--- src/sv/mfd_pkg.sv ---
package mfd_pkg;

  localparam int FRAME_BYTES = 12;
  localparam int IDX_W = $clog2(FRAME_BYTES);
  localparam int CNT_W = $clog2(FRAME_BYTES + 1);
  localparam int DIGITS = 5;
  localparam int DIGIT_BASE = 5;

  localparam logic [7:0] LEAD_BYTE = 8'h89;
  localparam logic [7:0] END_BYTE = 8'h0A;

  localparam logic [3:0] DIGIT_L = 4'd10;
  localparam logic [3:0] DIGIT_BLANK = 4'd11;
  localparam logic [2:0] POINT_NONE = 3'd4;

  // function selector, byte 1 bits 7..3
  localparam logic [4:0] FN_SEL_GEN       = 5'h14;
  localparam logic [4:0] FN_SEL_FREQ      = 5'h1A;
  localparam logic [4:0] FN_SEL_CAP       = 5'h19;
  localparam logic [4:0] FN_SEL_TEMP      = 5'h18;
  localparam logic [4:0] FN_SEL_DIODE     = 5'h1B;
  localparam logic [4:0] FN_SEL_OHM       = 5'h1C;
  localparam logic [4:0] FN_SEL_AMP       = 5'h15;
  localparam logic [4:0] FN_SEL_MILLIAMP  = 5'h16;
  localparam logic [4:0] FN_SEL_MILLIVOLT = 5'h1D;
  localparam logic [4:0] FN_SEL_VAC       = 5'h1F;
  localparam logic [4:0] FN_SEL_VDC       = 5'h1E;

  // sign field, byte 4 bits 6..4
  localparam logic [2:0] SIGN_FIELD_PLAIN = 3'd0;
  localparam logic [2:0] SIGN_FIELD_POS   = 3'd4;
  localparam logic [2:0] SIGN_FIELD_NEG   = 3'd5;

  typedef enum logic [3:0] {
    FN_GEN, FN_FREQ, FN_CAP, FN_TEMP, FN_DIODE, FN_OHM, FN_AMP, FN_MILLIAMP,
    FN_MILLIVOLT, FN_VAC, FN_VDC, FN_UNKNOWN
  } function_t;

  typedef enum logic [3:0] {
    UNIT_NONE, UNIT_HZ, UNIT_FARAD, UNIT_DEGC, UNIT_VOLT, UNIT_OHM, UNIT_AMP,
    UNIT_MILLIAMP, UNIT_MILLIVOLT, UNIT_UNKNOWN
  } unit_t;

  typedef enum logic [2:0] {
    PRE_NONE, PRE_NANO, PRE_MICRO, PRE_KILO, PRE_MEGA
  } prefix_t;

  typedef enum logic [1:0] {
    SIGN_POS, SIGN_NEG, SIGN_UNKNOWN
  } sign_t;

  typedef struct packed {
    logic [7:0]              fn_byte;
    logic [7:0]              range_byte;
    logic [7:0]              sign_byte;
    logic [DIGITS-1:0][7:0]  digit_bytes;
    logic                    saved;
  } frame_snap_t;

  typedef struct packed {
    function_t              func;
    unit_t                  unit;
    prefix_t                prefix;
    logic [2:0]             point;
    sign_t                  sign;
    logic [DIGITS-1:0][3:0] digits;
    logic                   range_req;
    logic                   saved;
  } result_t;

  typedef struct packed {
    logic       full;
    logic       not_empty;
    logic [1:0] count;
  } queue_status_t;

endpackage

--- src/sv/mfd_front.sv ---
module mfd_front (
  input  logic                clk,
  input  logic                rst,
  input  logic                accept,
  input  logic [7:0]          rx_byte,
  output logic                q_push,
  output mfd_pkg::frame_snap_t q_data
);
  import mfd_pkg::*;

  logic [7:0] frame [FRAME_BYTES];
  logic [7:0] good [FRAME_BYTES];
  logic [7:0] eff [FRAME_BYTES];
  logic [CNT_W-1:0] byte_count;
  logic good_valid;
  logic room;
  logic is_end;
  logic lead_ok;
  logic good_len;

  assign room = byte_count < CNT_W'(FRAME_BYTES);
  assign is_end = rx_byte == END_BYTE;
  assign good_len = byte_count == CNT_W'(FRAME_BYTES - 1);

  always_comb begin
    for (int i = 0; i < FRAME_BYTES; i++) begin
      eff[i] = (room && byte_count[IDX_W-1:0] == IDX_W'(i)) ? rx_byte : frame[i];
    end
  end

  assign lead_ok = eff[0] == LEAD_BYTE;
  assign q_push = accept && is_end && lead_ok;

  always_comb begin
    if (!good_len && good_valid) begin
      q_data.fn_byte = good[1];
      q_data.range_byte = good[2];
      q_data.sign_byte = good[4];
      for (int i = 0; i < DIGITS; i++) q_data.digit_bytes[i] = good[DIGIT_BASE + i];
      q_data.saved = 1'b1;
    end else begin
      q_data.fn_byte = eff[1];
      q_data.range_byte = eff[2];
      q_data.sign_byte = eff[4];
      for (int i = 0; i < DIGITS; i++) q_data.digit_bytes[i] = eff[DIGIT_BASE + i];
      q_data.saved = 1'b0;
    end
  end

  always_ff @(posedge clk) begin
    if (rst) begin
      byte_count <= '0;
      good_valid <= 1'b0;
      for (int i = 0; i < FRAME_BYTES; i++) frame[i] <= '0;
    end else if (accept) begin
      if (room) begin
        frame[byte_count[IDX_W-1:0]] <= rx_byte;
      end
      if (is_end) begin
        byte_count <= '0;
        if (lead_ok && good_len) good_valid <= 1'b1;
      end else if (room) begin
        byte_count <= byte_count + CNT_W'(1);
      end
    end
  end

  always_ff @(posedge clk) begin
    if (accept && is_end && lead_ok && good_len) begin
      for (int i = 0; i < FRAME_BYTES; i++) good[i] <= eff[i];
    end
  end

endmodule

--- src/sv/mfd_queue.sv ---
module mfd_queue (
  input  logic                  clk,
  input  logic                  rst,
  input  logic                  push,
  input  mfd_pkg::frame_snap_t  push_data,
  input  logic                  pop,
  output mfd_pkg::frame_snap_t  head,
  output mfd_pkg::queue_status_t status
);
  import mfd_pkg::*;

  frame_snap_t mem [2];
  logic wptr;
  logic rptr;
  logic [1:0] count;

  assign head = mem[rptr];
  assign status.count = count;
  assign status.full = count == 2'd2;
  assign status.not_empty = count != 2'd0;

  always_ff @(posedge clk) begin
    if (rst) begin
      wptr <= 1'b0;
      rptr <= 1'b0;
      count <= '0;
    end else begin
      if (push) wptr <= ~wptr;
      if (pop) rptr <= ~rptr;
      count <= count + {1'b0, push} - {1'b0, pop};
    end
  end

  always_ff @(posedge clk) begin
    if (push) mem[wptr] <= push_data;
  end

endmodule

--- src/sv/mfd_back.sv ---
module mfd_back (
  input  logic                 clk,
  input  logic                 rst,
  input  logic                 cfg_write,
  input  logic                 cfg_data,
  input  logic                 head_valid,
  input  mfd_pkg::frame_snap_t head,
  output logic                 head_pop,
  input  logic                 out_take,
  output logic                 out_valid,
  output mfd_pkg::result_t     result
);
  import mfd_pkg::*;

  logic range_enable;
  result_t dec;
  logic [7:0] pos;
  logic [7:0] rng;
  logic load;

  function automatic logic [3:0] digit_code(input logic [7:0] b);
    logic [3:0] r;
    if (b >= 8'h30 && b <= 8'h39) r = 4'(b - 8'h30);
    else if (b == 8'h3E) r = DIGIT_L;
    else r = DIGIT_BLANK;
    return r;
  endfunction

  always_comb begin
    rng = {5'd0, head.range_byte[5:3]};
    pos = (rng <= 8'd5) ? rng + 8'd1 : 8'd0;
    dec.func = FN_UNKNOWN;
    dec.unit = UNIT_UNKNOWN;
    dec.prefix = PRE_NONE;
    dec.range_req = 1'b0;
    case (head.fn_byte[7:3])
      FN_SEL_GEN: begin dec.func = FN_GEN; dec.unit = UNIT_NONE; end
      FN_SEL_FREQ: begin dec.func = FN_FREQ; dec.unit = UNIT_HZ; end
      FN_SEL_CAP: begin
        dec.func = FN_CAP;
        dec.unit = UNIT_FARAD;
        if (pos < 8'd4) begin
          dec.prefix = PRE_NANO;
          pos = pos - 8'd1;
        end else begin
          dec.prefix = PRE_MICRO;
          pos = pos - 8'd4;
        end
      end
      FN_SEL_TEMP: begin dec.func = FN_TEMP; dec.unit = UNIT_DEGC; end
      FN_SEL_DIODE: begin dec.func = FN_DIODE; dec.unit = UNIT_VOLT; pos = pos - 8'd1; end
      FN_SEL_OHM: begin
        dec.func = FN_OHM;
        dec.unit = UNIT_OHM;
        if (pos == 8'd1) begin
          dec.prefix = PRE_NONE;
          pos = 8'd2;
        end else if (pos == 8'd5 || pos == 8'd6) begin
          dec.prefix = PRE_MEGA;
          pos = pos - 8'd5;
        end else begin
          dec.prefix = PRE_KILO;
          pos = pos - 8'd2;
        end
      end
      FN_SEL_AMP: begin dec.func = FN_AMP; dec.unit = UNIT_AMP; pos = pos - 8'd1; end
      FN_SEL_MILLIAMP: begin dec.func = FN_MILLIAMP; dec.unit = UNIT_MILLIAMP; end
      FN_SEL_MILLIVOLT: begin dec.func = FN_MILLIVOLT; dec.unit = UNIT_MILLIVOLT; end
      FN_SEL_VAC: begin dec.func = FN_VAC; dec.unit = UNIT_VOLT; pos = pos - 8'd1; end
      FN_SEL_VDC: begin
        dec.func = FN_VDC;
        dec.unit = UNIT_VOLT;
        pos = pos - 8'd1;
        dec.range_req = range_enable && head.range_byte[6];
      end
      default: begin
        dec.func = FN_UNKNOWN;
      end
    endcase
    dec.point = (pos < 8'd4) ? pos[2:0] : POINT_NONE;
    case (head.sign_byte[6:4])
      SIGN_FIELD_PLAIN, SIGN_FIELD_POS: dec.sign = SIGN_POS;
      SIGN_FIELD_NEG: dec.sign = SIGN_NEG;
      default: dec.sign = SIGN_UNKNOWN;
    endcase
    for (int i = 0; i < DIGITS; i++) dec.digits[i] = digit_code(head.digit_bytes[i]);
    dec.saved = head.saved;
  end

  assign load = head_valid && (!out_valid || out_take);
  assign head_pop = load;

  always_ff @(posedge clk) begin
    if (rst) begin
      range_enable <= 1'b0;
      out_valid <= 1'b0;
    end else begin
      if (cfg_write) range_enable <= cfg_data;
      if (load) out_valid <= 1'b1;
      else if (out_take) out_valid <= 1'b0;
    end
  end

  always_ff @(posedge clk) begin
    if (load) result <= dec;
  end

endmodule

--- src/sv/meter_frame_decoder.sv ---
// Meter frame decoder.
// Input queue side: drive rx_byte with push while full is low; each such
// edge accepts one item, one byte of the meter link. Byte 0x0A ends a frame.
// Result queue side: while empty is low the decoded frame is on the result
// ports; raise pop to take it. Only a frame whose first byte is 0x89 gives
// a result; a frame of the wrong length decodes the last good frame if any.
// The register is written with range_control_write/range_control_data.
// The frame snapshot enters the queue at the edge that accepts its end byte;
// the decode is registered from the queue head once the output is free.
// Throughput: one byte per cycle unless full; the front and the decoder are
// split by a two-entry frame queue, and full rises only when that queue is full.
// If the receiver stalls, one result sits in the output register and two
// more in the queue before full is raised; bytes are never lost.
// Reset (synchronous rst) clears the frame buffer, byte count, saved-frame
// flag, queues and the register; empty is high afterwards.
module meter_frame_decoder (
  input  logic       clk,
  input  logic       rst,
  input  logic       push,
  output logic       full,
  input  logic [7:0] rx_byte,
  input  logic       range_control_write,
  input  logic       range_control_data,
  output logic       empty,
  input  logic       pop,
  output logic [3:0] function_code,
  output logic [3:0] unit_code,
  output logic [2:0] prefix_code,
  output logic [2:0] point_position,
  output logic [1:0] sign_code,
  output logic [3:0] digit_first,
  output logic [3:0] digit_second,
  output logic [3:0] digit_third,
  output logic [3:0] digit_fourth,
  output logic [3:0] digit_fifth,
  output logic       range_step_request,
  output logic       used_saved_frame
);
  import mfd_pkg::*;

  logic accept;
  logic q_push;
  logic q_pop;
  frame_snap_t q_in;
  frame_snap_t q_head;
  queue_status_t q_status;
  logic out_valid;
  result_t result;

  assign accept = push && !full;
  assign full = q_status.full;

  mfd_front u_front (
    .clk     (clk),
    .rst     (rst),
    .accept  (accept),
    .rx_byte (rx_byte),
    .q_push  (q_push),
    .q_data  (q_in)
  );

  mfd_queue u_queue (
    .clk       (clk),
    .rst       (rst),
    .push      (q_push),
    .push_data (q_in),
    .pop       (q_pop),
    .head      (q_head),
    .status    (q_status)
  );

  mfd_back u_back (
    .clk        (clk),
    .rst        (rst),
    .cfg_write  (range_control_write),
    .cfg_data   (range_control_data),
    .head_valid (q_status.not_empty),
    .head       (q_head),
    .head_pop   (q_pop),
    .out_take   (pop),
    .out_valid  (out_valid),
    .result     (result)
  );

  assign empty = !out_valid;
  assign function_code = result.func;
  assign unit_code = result.unit;
  assign prefix_code = result.prefix;
  assign point_position = result.point;
  assign sign_code = result.sign;
  assign digit_first = result.digits[0];
  assign digit_second = result.digits[1];
  assign digit_third = result.digits[2];
  assign digit_fourth = result.digits[3];
  assign digit_fifth = result.digits[4];
  assign range_step_request = result.range_req;
  assign used_saved_frame = result.saved;

  a_no_overflow: assert property (@(posedge clk) disable iff (rst)
    !(q_push && q_status.full))
    else $error("frame queue written while full");

  a_count_range: assert property (@(posedge clk) disable iff (rst)
    q_status.count <= 2'd2)
    else $error("frame queue count out of range");

  a_reset_empty: assert property (@(posedge clk) rst |=> empty)
    else $error("result pending after reset");

  a_decoded_range: assert property (@(posedge clk) disable iff (rst)
    !empty |-> (function_code <= FN_UNKNOWN && point_position <= POINT_NONE &&
                sign_code <= SIGN_UNKNOWN))
    else $error("decoded field out of range");

  a_req_vdc: assert property (@(posedge clk) disable iff (rst)
    (!empty && range_step_request) |-> function_code == FN_VDC)
    else $error("range step request outside VDC");

endmodule

--- config.mk ---
export PLATFORM = sky130hd
export DESIGN_NAME = meter_frame_decoder
export DESIGN_NICKNAME = d
export VERILOG_FILES = /design/src/sv/mfd_pkg.sv /design/src/sv/mfd_front.sv /design/src/sv/mfd_queue.sv /design/src/sv/mfd_back.sv /design/src/sv/meter_frame_decoder.sv
export SDC_FILE = /design/constraint.sdc
export NUM_CORES = 1
export LEC_CHECK = 0
export ABC_AREA = 1
export ABC_CLOCK_PERIOD_IN_PS = 14070
export BUFFER_PORTS_ARGS = -buffer_cell sky130_fd_sc_hd__buf_2
export CAP_MARGIN = 20
export CORE_MARGIN = 2
export CORE_UTILIZATION = 52
export CTS_CLUSTER_SIZE = 40
export DETAILED_ROUTE_END_ITERATION = 8
export HOLD_SLACK_MARGIN = 0.08
export PLACE_DENSITY = 0.7
export SYNTH_ARGS = -nofsm -noshare
export SYNTH_HDL_FRONTEND = slang
export SYNTH_SLANG_ARGS = --single-unit
--- constraint.sdc ---
create_clock -name clk -period 14.07 [get_ports clk]
set_input_delay 1.407 -clock clk [delete_from_list [all_inputs] [get_ports clk]]
set_output_delay 1.407 -clock clk [all_outputs]
set_load 0.03 [all_outputs]
==> impl_metrics.toml <==
[floorplanning]
floorplan.die_area_um2 = 22800
die_width_um = 151
num_rows = 53
initial_core_util = 0.532
ios = 54
core_area_um2 = 21200
die_y_um = 151

[power_and_ir_drop]
cellLeakagePower_nw = 4.68
switching_share = 0.295
power.combinational.fraction = 0.205
netsw_w = 0.000611
clock_power_share = 0.327
pwr_density_cell_nw_per_um2 = 164
internal_power_w = 0.00146
p_seq_frac = 0.469
power.ir.vdd_worst_mv = 0.139

[run_status]
run_status = "completed"

[hold_path]
hold_crit_path_type = "reg2reg"

[layout]
layout.area.seq_um2 = 7930
syn_to_final_growth_pct = 12.2
fillerInstances = 1653
post-route-util = 0.597
multi_input_comb_area_um2 = 3010
final_common_cell = "sky130_fd_sc_hd__edfxtp_1"
n_antenna_cell = 0
design.final.nets = 1028
stdcell_count = 1300
drive_above_1_share = 0.151
final_area_um2 = 12600
layout.cells.most_common_list = "sky130_fd_sc_hd__edfxtp_1, sky130_fd_sc_hd__nand2_1, sky130_fd_sc_hd__nor2_1, sky130_fd_sc_hd__o21ai_0, sky130_fd_sc_hd__buf_2"

[global_route]
first_global_vias = 6482
grt.total_usage = 0.203
antenna_found_initial = 0
global_route_wire_length_before_repair_mm = 35.5
maximum_number_of_pins_on_one_net_before_global_route_repair = 97
global_route.overflow_total = 0

[synth]
synth_warnings = 0
netlist_area_um2 = 11200
synth.area.top_cells = "sky130_fd_sc_hd__edfxtp_1, sky130_fd_sc_hd__nand2_1, sky130_fd_sc_hd__nor2_1"
synth_seq_cells = 268
syn_nets = 967
synth.avg_cell_area_um2 = 11.9
post-synth-top-area-cell = "sky130_fd_sc_hd__edfxtp_1"
synth.lib_cells_used.distinct = 36
syn_inst_count = 946
synth-seq-area-share = 0.705
post-synth-top-area-fraction = 0.684

[critical_path]
cp_num_buf_inv = 4
worst-path-max-fanout = 54
timing.critical_path.to_type = "register"
worst-setup-path-type = "in2reg"
crit_path_top_delay_cell = "sky130_fd_sc_hd__buf_4"
worst_stage_delay_on_the_critical_path_ps = 540
critPathTopFamily = "buffers and inverters"
worst-endpoint-required_ps = 14220
critical_path.startpoint_type = "primary input"
data_arrival_at_the_endpoint_of_the_critical_path_ps = 3470
critical_path_cell_sequence = "buf_2 > inv_1 > nand4_1 > nor2_1 > nand2_1 > nor2_1 > nand2_1 > inv_2 > buf_4"

[timing]
timing.fmax_mhz = 301
maxSlewHeadroom = 0.413
fin_skew_ps = 18.0
timing_max_transition_violations_final = 0
finalHoldViolations = 0
final_min_period_over_clock_period = 0.236
min_period_ps = 3320
post_route_setup_tns_ps = 0
tightestPinTransition_ps = 881
setup-violations-final = 0
setup_repair_after_global_routing_missed_its_margin = "no"

[routing]
avgViaCountPerCell = 5.44
drt_pre_antenna_iters = 6
via_count = 7073
drt-initial-drc-count = 636
avgRoutedWirePerCell_um = 17.1
drt.antenna.violating_nets = 0
drc_errors = 0
wirelength_mm = 22.2

[cts]
clk_pin_slew_worst_paths_ps = 60
cts_buffers = 27
cts_tree = "yes"
cts-root-to-sink-buffers = 3
htree_num_levels = 1
numClockSinks = 268
cts_root_cell = "sky130_fd_sc_hd__clkbuf_16"
post_cts_resized = 0
clock_latency_of_the_later_clocked_register_in_the_worst_skew_pair_ps = 530
cts-hold-fix-buffers = 0
postCtsSetupBuffers = 0

[flow_run]
number_of_maximum_capacitance_violations = 0

[place]
hpwl_mm = 15.2
gp_congestion = 0.919
port_buffers = 53
placedCellCount = 1253
dpl_cell_area_um2 = 11800
cell usage after synthesis (all sizes together):
| library cell | count |
|---|---|
| a2111oi | 1 |
| a21oi | 25 |
| a31oi | 43 |
| buf | 15 |
| clkbuf | 13 |
| clkinv | 4 |
| dfxtp | 12 |
| edfxtp | 256 |
| ha | 7 |
| inv | 46 |
| mux2i | 17 |
| nand2 | 219 |
| nand3 | 26 |
| nand3b | 5 |
| nand4 | 9 |
| nor2 | 167 |
| nor3 | 9 |
| nor4 | 1 |
| o211ai | 2 |
| o21a | 1 |
| o21ai | 61 |
| o41ai | 5 |
| xor2 | 2 |
power by group through the flow:
stage | Sequential (W) | Combinational [W] | Clock (W)
after floorplan | 0.00106 | 0.000248 | 0
after global placement | 0.000986 | 0.000419 | 0
after detailed placement | 0.000988 | 0.000426 | 0
after CTS | 0.000971 | 0.000427 | 0.000693
after global routing | 0.000976 | 0.000472 | 0.000721
final | 0.000970 | 0.000424 | 0.000676
worst register-to-register path, cell delays in order, from the launching register on:
cell and delay, ps:
sky130_fd_sc_hd__dfxtp_1 430, sky130_fd_sc_hd__inv_1 100, sky130_fd_sc_hd__ha_1 200, sky130_fd_sc_hd__inv_1 360
sky130_fd_sc_hd__nor2_1 150, sky130_fd_sc_hd__nand3b_1 270, sky130_fd_sc_hd__nor2_1 260, sky130_fd_sc_hd__nand2_1 100
sky130_fd_sc_hd__inv_2 50, sky130_fd_sc_hd__buf_4 540
logic make-up (layout without fill, tap and decap cells):
logic type      Yosys count  in the layout  share of synthesized area
compound gates          138            138                     0.0739
mux                      17             17                     0.0151
buf+inv                  78            157                     0.0290
fa+ha+maj                 7              7                    0.00779
xor+xnor                  2              2                    0.00156
flops                   268            268                      0.705
simple gates            436            436                      0.168
stage by stage:
step	worst slack (ps)	hold WS, ps	total power (W)
CTS	10780	445	0.00209
global route	10580	463	0.00217
global placement	10350	433	0.00140
detailed placement	10210	437	0.00141
finish	10750	442	0.00207
floorplan	7980	422	0.00131
state kept, by name (all words and copies together) (netlist names), 2 cells and up, named ones only:
register	flops
u_queue.mem	106
u_front.frame	60
u_front.good	52
u_back.result	38
u_front.byte_count	4
u_queue.count	2
final timing paths:
path | start | endpoint | slack, ps | cells after the start
setup / recovery | rx_byte[6] | u_queue.mem[1][47]$_DFFE_PP_ | 10750 | 9
hold / removal | u_queue.rptr$_SDFFE_PP0P_ | register | 440 | 1
setup reg to reg | u_front.byte_count[0]$_SDFFE_PP0P_ | u_queue.mem[1][47]$_DFFE_PP_ | 11180 | 9
hold reg to reg | u_queue.rptr$_SDFFE_PP0P_ | register | 440 | 1
cell type report:
class                           count  share of cell area
Tap cell                          275              0.0273
Timing Repair Buffer               60              0.0252
Clock buffer                       36              0.0570
Sequential cell                   268               0.628
Clock inverter                     11             0.00902
Multi-Input combinational cell    600               0.238
Inverter                           50              0.0149
layer usage:
| layer | part of all wire | up-vias | GRT usage |
|---|---|---|---|
| li1 | - | 3460 | - |
| met1 | 0.47 | 3304 | 0.315 |
| met2 | 0.43 | 263 | 0.297 |
| met3 | 0.069 | 46 | 0.0304 |
| met4 | 0.025 | 0 | 0.0654 |
| met5 | 0 | - | 0 |
No activity file was read; power rests on OpenSTA's default activity.
